==> src/hw/rtl/aasa_pkg.sv <==
// ----------------------------------------------------------------------------
// aasa_pkg
// Types and constants shared by the assembly area size adjuster.
// ----------------------------------------------------------------------------
package aasa_pkg;

  // Configuration register indexes
  typedef enum logic [2:0] {
    CFG_READ_THRESHOLD  = 3'd0,
    CFG_AREA_FLOOR      = 3'd1,
    CFG_AREA_GROW_STEP  = 3'd2,
    CFG_EVICT_ADD_LIMIT = 3'd3,
    CFG_PROTECT_MIN     = 3'd4
  } cfg_idx_t;

  localparam logic [7:0]  READ_THRESHOLD_RST  = 8'd2;
  localparam logic [7:0]  AREA_FLOOR_RST      = 8'd2;
  localparam logic [3:0]  AREA_GROW_STEP_RST  = 4'd2;
  localparam logic [15:0] EVICT_ADD_LIMIT_RST = 16'd512;
  localparam logic [15:0] PROTECT_MIN_RST     = 16'd512;

  // Reciprocal constants: x/7 for x < 2^18, x/70 for x < 2^21
  localparam logic [18:0] DIV7_MUL    = 19'd299594;
  localparam int          DIV7_SHIFT  = 21;
  localparam logic [21:0] DIV70_MUL   = 22'd3834793;
  localparam int          DIV70_SHIFT = 28;

  typedef struct packed {
    logic [7:0]  read_threshold;
    logic [7:0]  area_floor;
    logic [3:0]  area_grow_step;
    logic [15:0] evict_add_limit;
    logic [15:0] protect_min;
  } cfg_t;

  typedef struct packed {
    logic [15:0] reads_this_round;
    logic [9:0]  area_size;
    logic [15:0] cache_size;
    logic [20:0] window_size;
    logic [15:0] evict_adds;
    logic [15:0] protected_count;
  } item_t;

  typedef struct packed {
    logic [3:0]  area_change;
    logic [21:0] window_change;
  } result_t;

endpackage

==> src/hw/rtl/aasa_decide.sv <==
// ----------------------------------------------------------------------------
// aasa_decide
// Per-round decision logic: run counter update and area/window changes.
// ----------------------------------------------------------------------------
module aasa_decide (
  input  aasa_pkg::item_t   item,
  input  aasa_pkg::cfg_t    cfg,
  input  logic [15:0]       low_run,
  input  logic [3:0]        held_ac,
  output aasa_pkg::result_t res,
  output logic [15:0]       low_run_next
);
  import aasa_pkg::*;

  logic [16:0]        mem;
  logic [19:0]        mem5;
  logic [16:0]        ceil1;
  logic [20:0]        win_low1;
  logic [20:0]        win_high;
  logic [36:0]        prod7;
  logic [42:0]        prod70;
  logic [15:0]        hq;
  logic [14:0]        wq;
  logic signed [22:0] t_step;
  logic signed [22:0] t_sum;
  logic signed [22:0] prop;
  logic               hi_round;
  logic [15:0]        run_sat;
  logic [15:0]        run_inc;
  logic [15:0]        area6;
  logic               grow_br;
  logic [8:0]         floor1;
  logic               above_floor;
  logic               near_low;
  logic               grow_fits;
  logic [10:0]        area_plus;
  logic [3:0]         ac;
  logic signed [22:0] wc;

  always_comb begin
    mem      = 17'(item.area_size) + 17'(item.cache_size);
    mem5     = (20'(mem) << 2) + 20'(mem);
    ceil1    = mem5[19:3] + 17'd1;               // area_ceil + 1
    win_low1 = 21'({mem, 1'b0}) + 21'd1;         // win_low + 1
    win_high = (21'(mem) << 4) + (21'(mem) << 2);

    // win_high/70 == (2*mem)/7
    prod7  = 37'({mem, 1'b0}) * 37'(DIV7_MUL);
    hq     = prod7[DIV7_SHIFT +: 16];
    prod70 = 43'(item.window_size) * 43'(DIV70_MUL);
    wq     = prod70[DIV70_SHIFT +: 15];
    t_step = $signed(23'(hq)) - $signed(23'(wq));
    t_sum  = $signed(23'(item.window_size)) + t_step;
    if (t_sum <= $signed(23'(win_high))) begin
      prop = t_step;
    end else begin
      prop = $signed(23'(win_high)) - $signed(23'(item.window_size));
    end

    hi_round = item.reads_this_round > 16'(cfg.read_threshold);
    run_sat  = (low_run == 16'hFFFF) ? low_run : low_run + 16'd1;
    run_inc  = hi_round ? 16'd0 : run_sat;
    area6    = (16'(item.area_size) << 2) + (16'(item.area_size) << 1);
    grow_br  = run_inc > area6;

    floor1      = 9'(cfg.area_floor) + 9'd1;
    above_floor = 11'(item.area_size) >= 11'(floor1);
    near_low    = item.window_size <= win_low1;
    grow_fits   = 17'(11'(item.area_size) + 11'(cfg.area_grow_step)) <= ceil1;

    ac = held_ac;
    if (grow_br) begin
      if (grow_fits) begin
        ac = cfg.area_grow_step;
      end
      wc = near_low ? 23'sd1 : 23'sd0;
    end else if (hi_round) begin
      if (above_floor) begin
        ac = 4'd0;
      end
      wc = prop;
    end else if (run_inc[1:0] == 2'd0) begin
      ac = 4'd1;
      wc = near_low ? 23'sd1 : 23'sd0;
    end else begin
      ac = 4'd1;
      wc = 23'sd1;
    end

    area_plus = 11'(item.area_size) + 11'(ac);
    if (area_plus < 11'(floor1) || 17'(area_plus) > ceil1) begin
      ac = 4'd1;
      wc = 23'sd1;
    end

    if (item.evict_adds > cfg.evict_add_limit) begin
      if (above_floor) begin
        ac = 4'd0;
        wc = prop;
      end else begin
        ac = 4'd1;
        wc = 23'sd0;
      end
    end

    if (item.protected_count < cfg.protect_min) begin
      wc = 23'sd0;
    end

    res.area_change   = ac;
    res.window_change = wc[21:0];
    low_run_next      = grow_br ? 16'd0 : run_inc;
  end

endmodule

==> src/hw/rtl/assembly_area_size_adjuster.sv <==
// ----------------------------------------------------------------------------
// assembly_area_size_adjuster
// Picks the assembly area change code and look-ahead window change for each
// restore round.
//
//   channel  dir  handshake             payload
//   s_*      in   s_tvalid / s_tready   s_tdata[95:0]  round statistics
//   m_*      out  m_tvalid / m_tready   m_tdata[31:0]  area / window change
//   cfg_*    in   cfg_valid / cfg_ready cfg_index, cfg_data
//
// One item per cycle sustained while results are taken. An accepted input
// goes into the input register, then through the decision logic into the
// result register, which drives the result stream.
// The round-to-round run counter closes its loop in that single decision stage.
// Reset (rst, synchronous) empties both stages and loads register defaults.
// A stalled result holds the pipe; input is still taken while the input
// stage is free or moving on.
// ----------------------------------------------------------------------------
module assembly_area_size_adjuster (
  input  logic        clk,
  input  logic        rst,
  input  logic        s_tvalid,
  output logic        s_tready,
  // reads_this_round[15:0], area_size[25:16], cache_size[41:26],
  // window_size[62:42], evict_adds[78:63], protected_count[94:79], zero[95]
  input  logic [95:0] s_tdata,
  output logic        m_tvalid,
  input  logic        m_tready,
  // area_change[3:0], window_change[25:4], zero[31:26]
  output logic [31:0] m_tdata,
  input  logic        cfg_valid,
  output logic        cfg_ready,
  input  logic [2:0]  cfg_index,
  input  logic [15:0] cfg_data
);
  import aasa_pkg::*;

  cfg_t        cfg;
  logic        s1_valid;
  item_t       s1_item;
  logic        advance;
  result_t     res;
  logic [15:0] low_run;
  logic [15:0] low_run_next;
  logic [3:0]  held_ac;
  logic        out_valid;
  result_t     out_res;

  assign cfg_ready = 1'b1;
  assign advance   = s1_valid && (!out_valid || m_tready);
  assign s_tready  = !s1_valid || advance;
  assign m_tvalid  = out_valid;
  assign m_tdata   = {6'd0, out_res.window_change, out_res.area_change};

  always_ff @(posedge clk) begin
    if (rst) begin
      cfg.read_threshold  <= READ_THRESHOLD_RST;
      cfg.area_floor      <= AREA_FLOOR_RST;
      cfg.area_grow_step  <= AREA_GROW_STEP_RST;
      cfg.evict_add_limit <= EVICT_ADD_LIMIT_RST;
      cfg.protect_min     <= PROTECT_MIN_RST;
    end else if (cfg_valid && cfg_ready) begin
      case (cfg_idx_t'(cfg_index))
        CFG_READ_THRESHOLD:  cfg.read_threshold  <= cfg_data[7:0];
        CFG_AREA_FLOOR:      cfg.area_floor      <= cfg_data[7:0];
        CFG_AREA_GROW_STEP:  cfg.area_grow_step  <= cfg_data[3:0];
        CFG_EVICT_ADD_LIMIT: cfg.evict_add_limit <= cfg_data;
        CFG_PROTECT_MIN:     cfg.protect_min     <= cfg_data;
        default: ;
      endcase
    end
  end

  // input stage
  always_ff @(posedge clk) begin
    if (rst) begin
      s1_valid <= 1'b0;
    end else if (s_tready) begin
      s1_valid <= s_tvalid;
    end
  end

  always_ff @(posedge clk) begin
    if (s_tvalid && s_tready) begin
      s1_item.reads_this_round <= s_tdata[15:0];
      s1_item.area_size        <= s_tdata[25:16];
      s1_item.cache_size       <= s_tdata[41:26];
      s1_item.window_size      <= s_tdata[62:42];
      s1_item.evict_adds       <= s_tdata[78:63];
      s1_item.protected_count  <= s_tdata[94:79];
    end
  end

  aasa_decide u_decide (
    .item         (s1_item),
    .cfg          (cfg),
    .low_run      (low_run),
    .held_ac      (held_ac),
    .res          (res),
    .low_run_next (low_run_next)
  );

  // result stage and round state; the held window change is always
  // overwritten by every branch, so only the area code is kept
  always_ff @(posedge clk) begin
    if (rst) begin
      out_valid <= 1'b0;
      low_run   <= 16'd0;
      held_ac   <= 4'd0;
    end else begin
      if (advance) begin
        out_valid <= 1'b1;
        low_run   <= low_run_next;
        held_ac   <= res.area_change;
      end else if (m_tready) begin
        out_valid <= 1'b0;
      end
    end
  end

  always_ff @(posedge clk) begin
    if (advance) begin
      out_res <= res;
    end
  end

  a_held_matches_out: assert property (@(posedge clk) disable iff (rst)
    m_tvalid |-> m_tdata[3:0] == held_ac)
    else $error("held area code differs from the shown result");

  a_full_blocks_input: assert property (@(posedge clk) disable iff (rst)
    s1_valid && m_tvalid && !m_tready |-> !s_tready)
    else $error("input taken while both stages are stalled");

  a_advance_shows_result: assert property (@(posedge clk) disable iff (rst)
    advance |=> m_tvalid)
    else $error("decided round did not reach the output");

  a_reset_clears_run: assert property (@(posedge clk)
    $past(rst) |-> low_run == 16'd0 && !m_tvalid && !s1_valid)
    else $error("state not cleared by reset");

endmodule

==> config.mk <==
export PLATFORM = sky130hd
export DESIGN_NAME = assembly_area_size_adjuster
export DESIGN_NICKNAME = d
export VERILOG_FILES = /design/src/hw/rtl/aasa_pkg.sv /design/src/hw/rtl/aasa_decide.sv /design/src/hw/rtl/assembly_area_size_adjuster.sv
export SDC_FILE = /design/constraint.sdc
export NUM_CORES = 1
export LEC_CHECK = 0
export BUFFER_PORTS_ARGS = -buffer_cell sky130_fd_sc_hd__buf_2
export CAP_MARGIN = 20
export CORE_MARGIN = 4
export CORE_UTILIZATION = 40
export CTS_BUF_LIST = sky130_fd_sc_hd__clkbuf_4
export DETAILED_ROUTE_END_ITERATION = 10
export GPL_TIMING_DRIVEN = 1
export HOLD_SLACK_MARGIN = 0.15
export PLACE_DENSITY = 0.59
export REMOVE_ABC_BUFFERS = 1
export SYNTH_ARGS = -nofsm -noshare
export SYNTH_HDL_FRONTEND = slang
export SYNTH_SLANG_ARGS = --single-unit
==> constraint.sdc <==
create_clock -name clk -period 18.3 [get_ports clk]
set_clock_uncertainty 0.1 [all_clocks]
set_input_delay 3.66 -clock clk [delete_from_list [all_inputs] [get_ports clk]]
set_output_delay 3.66 -clock clk [all_outputs]
set_load 0.02 [all_outputs]
==> results of run 1 <==
[cell families after synthesis]
group,Yosys count
xor+xnor,148
simple gates,580
buf+inv,423
other cells,2
flops,195
compound gates,466
mux,20
fa+ha+maj,714
[worst max-delay path, delay by kind of cell, from the launching register on]
kind	cells	cell delay, ns
flip-flops	1	0.74
XOR/XNOR	3	0.84
AND/OR/NAND/NOR	16	3.03
adder cells (fa/ha/maj)	11	4.34
AO/OA/AOI/OAI	22	5.62
buffers and inverters	4	0.78
multiplexers	1	0.15
[layout by cell type (no fill, tap or decap), drive strengths merged, types with 40 or more instances in the layout]
cell and count:
xor2 52, nand2 178, o21a 40, nand3 63
inv 393, buf 159, o21ai 70, xnor2 96
a21oi 156, fa 188, a21o 50, dfxtp 74
edfxtp 121, nor2 145, ha 526
[through the flow]
stage / cells / hold slack, ns
after floorplan: 2514 / 0.330
after global placement: 3455 / 0.344
after detailed placement: 3455 / 0.347
after CTS: 3487 / 0.369
after global routing: 3491 / 0.393
final: 3491 / 0.366
[final timing paths]
check                to  depth (start not counted)
max reg2reg  m_tdata[4]                         57
max          m_tdata[4]                         57
min reg2reg      cfg[5]                          2
min              cfg[5]                          2
[registers in the layout, summed over array words and instances, names as in the netlist]
name,cells
cfg,52
s1_item,95
low_run,16
m_tvalid,1
m_tdata,26
s1_valid,1
held_ac,4
[cell type report]
| type | instances | area [sq um] |
|---|---|---|
| timing repair buffer | 159 | 828 |
| clock inverter | 15 | 194 |
| tap | 782 | 978 |
| sequential | 195 | 5110 |
| antenna | 4 | 10.0 |
| clock buffer | 17 | 128 |
| multi-input combinational | 1935 | 17800 |
| fill | 5732 | 34000 |
| inverter | 384 | 1440 |
[routing by layer]
layer  vias up  global-route usage  part of all wire
met5         -                   0           0.00032
met4         4              0.0637             0.027
met3        78              0.0376             0.055
met2       412               0.335              0.47
met1      9008               0.263              0.45
li1       9135                   -                 -
==> impl_metrics.py, run 1 <==
metrics = {
    "run_status": {
        "status": "finished, final reports clean",
    },
    "worst_setup_path": {
        "crit_path_top_delay_cell": "o41ai_1",
        "cp-end-kind": "flip-flop",
        "slowest_delay_ns": 0.77,
        "r2r_start": "s1_item[70]",
        "path_max_fanout": 23,
        "cp-startpoint": "s1_item[70]",
        "cp_data_arrival_time_ns": 16.31,
        "crit_type": "reg2reg",
        "crit_required_ns": 18.74,
        "setup.worst_path.start_class": "flip-flop",
        "cp_common_cell": "ha_1",
        "rrSetupSlack_ns": 2.43,
    },
    "floorplanning": {
        "core-area_sq_um": 60500,
        "initial_core_util": 0.405,
        "die_y_um": 256,
        "die_x_um": 256,
        "row_count": 90,
        "num_io_pins": 155,
        "die-area_sq_um": 65300,
    },
    "timing": {
        "setup_tns_ns": 0,
        "finalSetupViolations": 0,
        "max_freq_mhz": 63.0,
        "maxSlewViolCount": 0,
        "relSlewSlack": 0.362,
        "period_share": 0.867,
        "final_hold_viol_count": 0,
        "fin_ws_ns": 2.43,
        "worst_pin_slew_ns": 0.944,
        "layout_min_cycle_time_ns": 15.87,
        "grt_setup_unrepaired": "false",
    },
    "synth": {
        "ys_warn_count": 0,
        "ys_async_sr_fraction": 0,
        "yosysSeqAreaShare": 0.209,
        "synth_top_family_by_area": "adder cells",
        "synth_cell_types": 89,
        "synth_compound_area_frac": 0.126,
        "synth.top_cells.by_count": "526 x ha_1, 384 x inv_1, 188 x fa_1",
        "synth-adder-area-share": 0.422,
        "syn-instance-count": 2548,
        "ys_top_cells_by_area": "ha_1 27%, fa_1 15%, edfxtp_1 15%",
        "synth.avg_cell_area_sq_um": 9.62,
        "synth_area_leader_cell": "ha_1",
        "synth_top_area_share": 0.269,
        "synthMuxAreaShare": 0.00817,
        "synth-simple-area-share": 0.114,
        "syn_area_sq_um": 24500,
        "synth_xor_area_frac": 0.0538,
        "synth_enable_flop_cells": 121,
        "ys_ff_latch": 195,
        "yosysMostFrequentCell": "ha_1",
        "ys.flop_type": "edfxtp_1",
    },
    "place": {
        "pre_cts_ws_ns": 2.71,
        "place_congestion": 0.947,
        "place_area_sq_um": 26100,
        "portBuffers": 146,
        "dp_hpwl_um": 55200,
    },
    "clock_network": {
        "max-clock-path-buffers": 2,
        "cts.repair.resized": 0,
        "cts_made_buffers": 17,
        "cts_root_buf": "clkbuf_4",
        "cts_tree": "done",
        "clkTransAtPathRegs_ns": 0.24,
        "holdBufCountCts": 0,
        "post-cts-setup-buffer-count": 0,
        "cts.sinks": 195,
        "cts-htree-levels": 4,
        "worst_skew_pair.late_latency_ns": 0.78,
    },
    "routing": {
        "via_per_inst": 5.34,
        "wl_per_cell_um": 18.9,
        "drc": 0,
        "vias": 18637,
        "first_pass_iters": 5,
        "drt_iter0_drc": 1166,
        "wirelength_um": 66100,
        "ant_nets": 0,
    },
    "flow_run": {
        "cap_violations": 0,
    },
    "grt": {
        "grt_first_pass_wirelength_um": 103000,
        "grt_max_degree": 69,
        "grt-ovfl-total": 0,
        "grt_pass1_vias": 18842,
        "grt_usage": 0.200,
        "antenna_found_initial": 7,
    },
    "layout": {
        "syn2layout_area_growth_pct": 8.03,
        "nNetsFinal": 3526,
        "final_layout_size_suffix_gt1_frac": 0.0861,
        "final_area_sq_um": 26500,
        "final_core_util": 0.438,
    },
    "worst_hold_path": {
        "hold_path.class": "reg2reg",
        "hold_path.startpoint": "cfg[5]",
    },
}
Power of run 1 is not shown: default switching activity piles up to over one toggle a cycle in this logic, so the estimate is an artifact.
==> inputs of run 2 (changes only) <==
==> constraint.sdc (replaced) <==
create_clock -name clk -period 20 [get_ports clk]
set_clock_uncertainty 0.1 [all_clocks]
set_input_delay 4 -clock clk [delete_from_list [all_inputs] [get_ports clk]]
set_output_delay 4 -clock clk [all_outputs]
set_load 0.02 [all_outputs]
==> impl_metrics.py, run 2 (same netlist as run 1, synthesis figures left out) <==
metrics = {
    "worst_setup_path": {
        "cp_data_arrival_time_ns": 16.22,
        "crit_type": "reg2reg",
        "cpLargestDelayFamily": "compound AO/OA/AOI/OAI gates",
        "crit_path_top_delay_cell": "o41ai_1",
        "slowest_delay_ns": 0.77,
        "crit_required_ns": 20.33,
        "cp-end-kind": "flip-flop",
        "path_max_fanout": 23,
        "crit_buf_inv": 4,
        "setup.worst_path.start_class": "flip-flop",
    },
    "floorplanning": {
        "die-area_sq_um": 65300,
        "row_count": 90,
        "initial_core_util": 0.405,
        "die_x_um": 256,
        "core-area_sq_um": 60500,
        "die_y_um": 256,
        "num_io_pins": 155,
    },
    "layout": {
        "syn2layout_area_growth_pct": 7.95,
        "mostFrequentLayoutCells": "526 x ha_1, 383 x inv_1, 188 x fa_1",
        "nNetsFinal": 3525,
        "regMostFlops": "s1_item",
        "final_core_util": 0.437,
        "nFillCells": 5734,
        "largest_reg_flops": 95,
        "final_layout_size_suffix_gt1_frac": 0.0858,
        "final_common_cell": "ha_1",
    },
    "place": {
        "dp_hpwl_um": 55700,
        "place_congestion": 0.970,
        "portBuffers": 146,
    },
    "routing": {
        "first_pass_iters": 5,
        "drt_iter0_drc": 1135,
        "vias": 18626,
        "wirelength_um": 66900,
        "drc": 0,
        "ant_nets": 0,
        "via_per_inst": 5.33,
        "wl_per_cell_um": 19.2,
    },
    "timing": {
        "max_freq_mhz": 63.0,
        "setup_tns_ns": 0,
        "layout_min_cycle_time_ns": 15.88,
        "period_share": 0.794,
        "grt_setup_unrepaired": "false",
        "timing.hold.ws_ns": 0.367,
        "final_hold_viol_count": 0,
        "worst_pin_slew_ns": 1.00,
        "finalSetupViolations": 0,
        "relSlewSlack": 0.331,
        "maxSlewViolCount": 0,
    },
    "clock_network": {
        "clkTransAtPathRegs_ns": 0.17,
        "worst_skew_pair.late_latency_ns": 0.77,
        "cts_tree": "done",
        "cts_made_buffers": 17,
        "cts.repair.resized": 0,
        "post-cts-setup-buffer-count": 0,
        "max-clock-path-buffers": 2,
        "cts_root_buf": "clkbuf_4",
        "cts-htree-levels": 4,
        "cts.sinks": 195,
        "holdBufCountCts": 0,
    },
    "grt": {
        "grt-ovfl-total": 0,
        "antenna_found_initial": 8,
        "grt_max_degree": 69,
        "grt_usage": 0.204,
        "grt_first_pass_wirelength_um": 105000,
        "grt_pass1_vias": 19280,
    },
    "worst_hold_path": {
        "hold_path.class": "reg2reg",
    },
    "flow_run": {
        "cap_violations": 0,
    },
    "run_status": {
        "status": "finished, final reports clean",
    },
}
==> run 2: cell types whose count changed in the layout (fill, tap and decap cells not counted), sizes merged <==
cell,before,now
buf,159,158
clkinv,6,8
diode,4,6
inv,393,391
==> run 2: worst reg2reg max path: cells and delay by family, from the launching register on <==
kind,cells,cell delay [ns]
compound gates,21,5.42
fa+ha+maj,11,4.36
simple gates,17,3.10
xor+xnor,3,0.83
buf+inv,4,0.78
flops,1,0.72
mux,1,0.27
==> run 2: metrics by stage <==
stage / instances / worst slack [ns] / cell area, sq um
CTS: 3486 / 4.27 / 26400
detailed placement: 3454 / 4.36 / 26100
global placement: 3454 / 4.62 / 26100
floorplan: 2514 / 6.88 / 24300
global route: 3492 / 3.17 / 26500
finish: 3492 / 4.12 / 26500
==> run 2: area by class of cell <==
cell class / count / area [sq um] / share of cell area
antenna: 6 / 15.0 / 0.000568
sequential: 195 / 5110 / 0.193
timing repair buffer: 158 / 821 / 0.0310
inverter: 384 / 1440 / 0.0545
clock buffer: 17 / 128 / 0.00482
multi-input combinational: 1935 / 17800 / 0.672
tap: 782 / 978 / 0.0370
clock inverter: 15 / 176 / 0.00667
==> run 2: metal layers <==
layer | GRT usage | vias to the layer above | share of wire
li1 | - | 9136 | -
met1 | 0.267 | 8996 | 0.45
met2 | 0.344 | 397 | 0.47
met3 | 0.0405 | 91 | 0.048
met4 | 0.0602 | 6 | 0.026
met5 | 0 | - | 0.00051
==> run 2: path summary, 6_finish.rpt <==
check | startpoint | end | cells past startpoint | slack [ns]
hold / removal | cfg[13] | cfg[13] | 2 | 0.37
setup reg to reg | s1_item[70] | m_tdata[15] | 57 | 4.12
hold reg to reg | cfg[13] | cfg[13] | 2 | 0.37
setup / recovery | s1_item[70] | m_tdata[15] | 57 | 4.12
Power of run 2 is left out for the same reason.
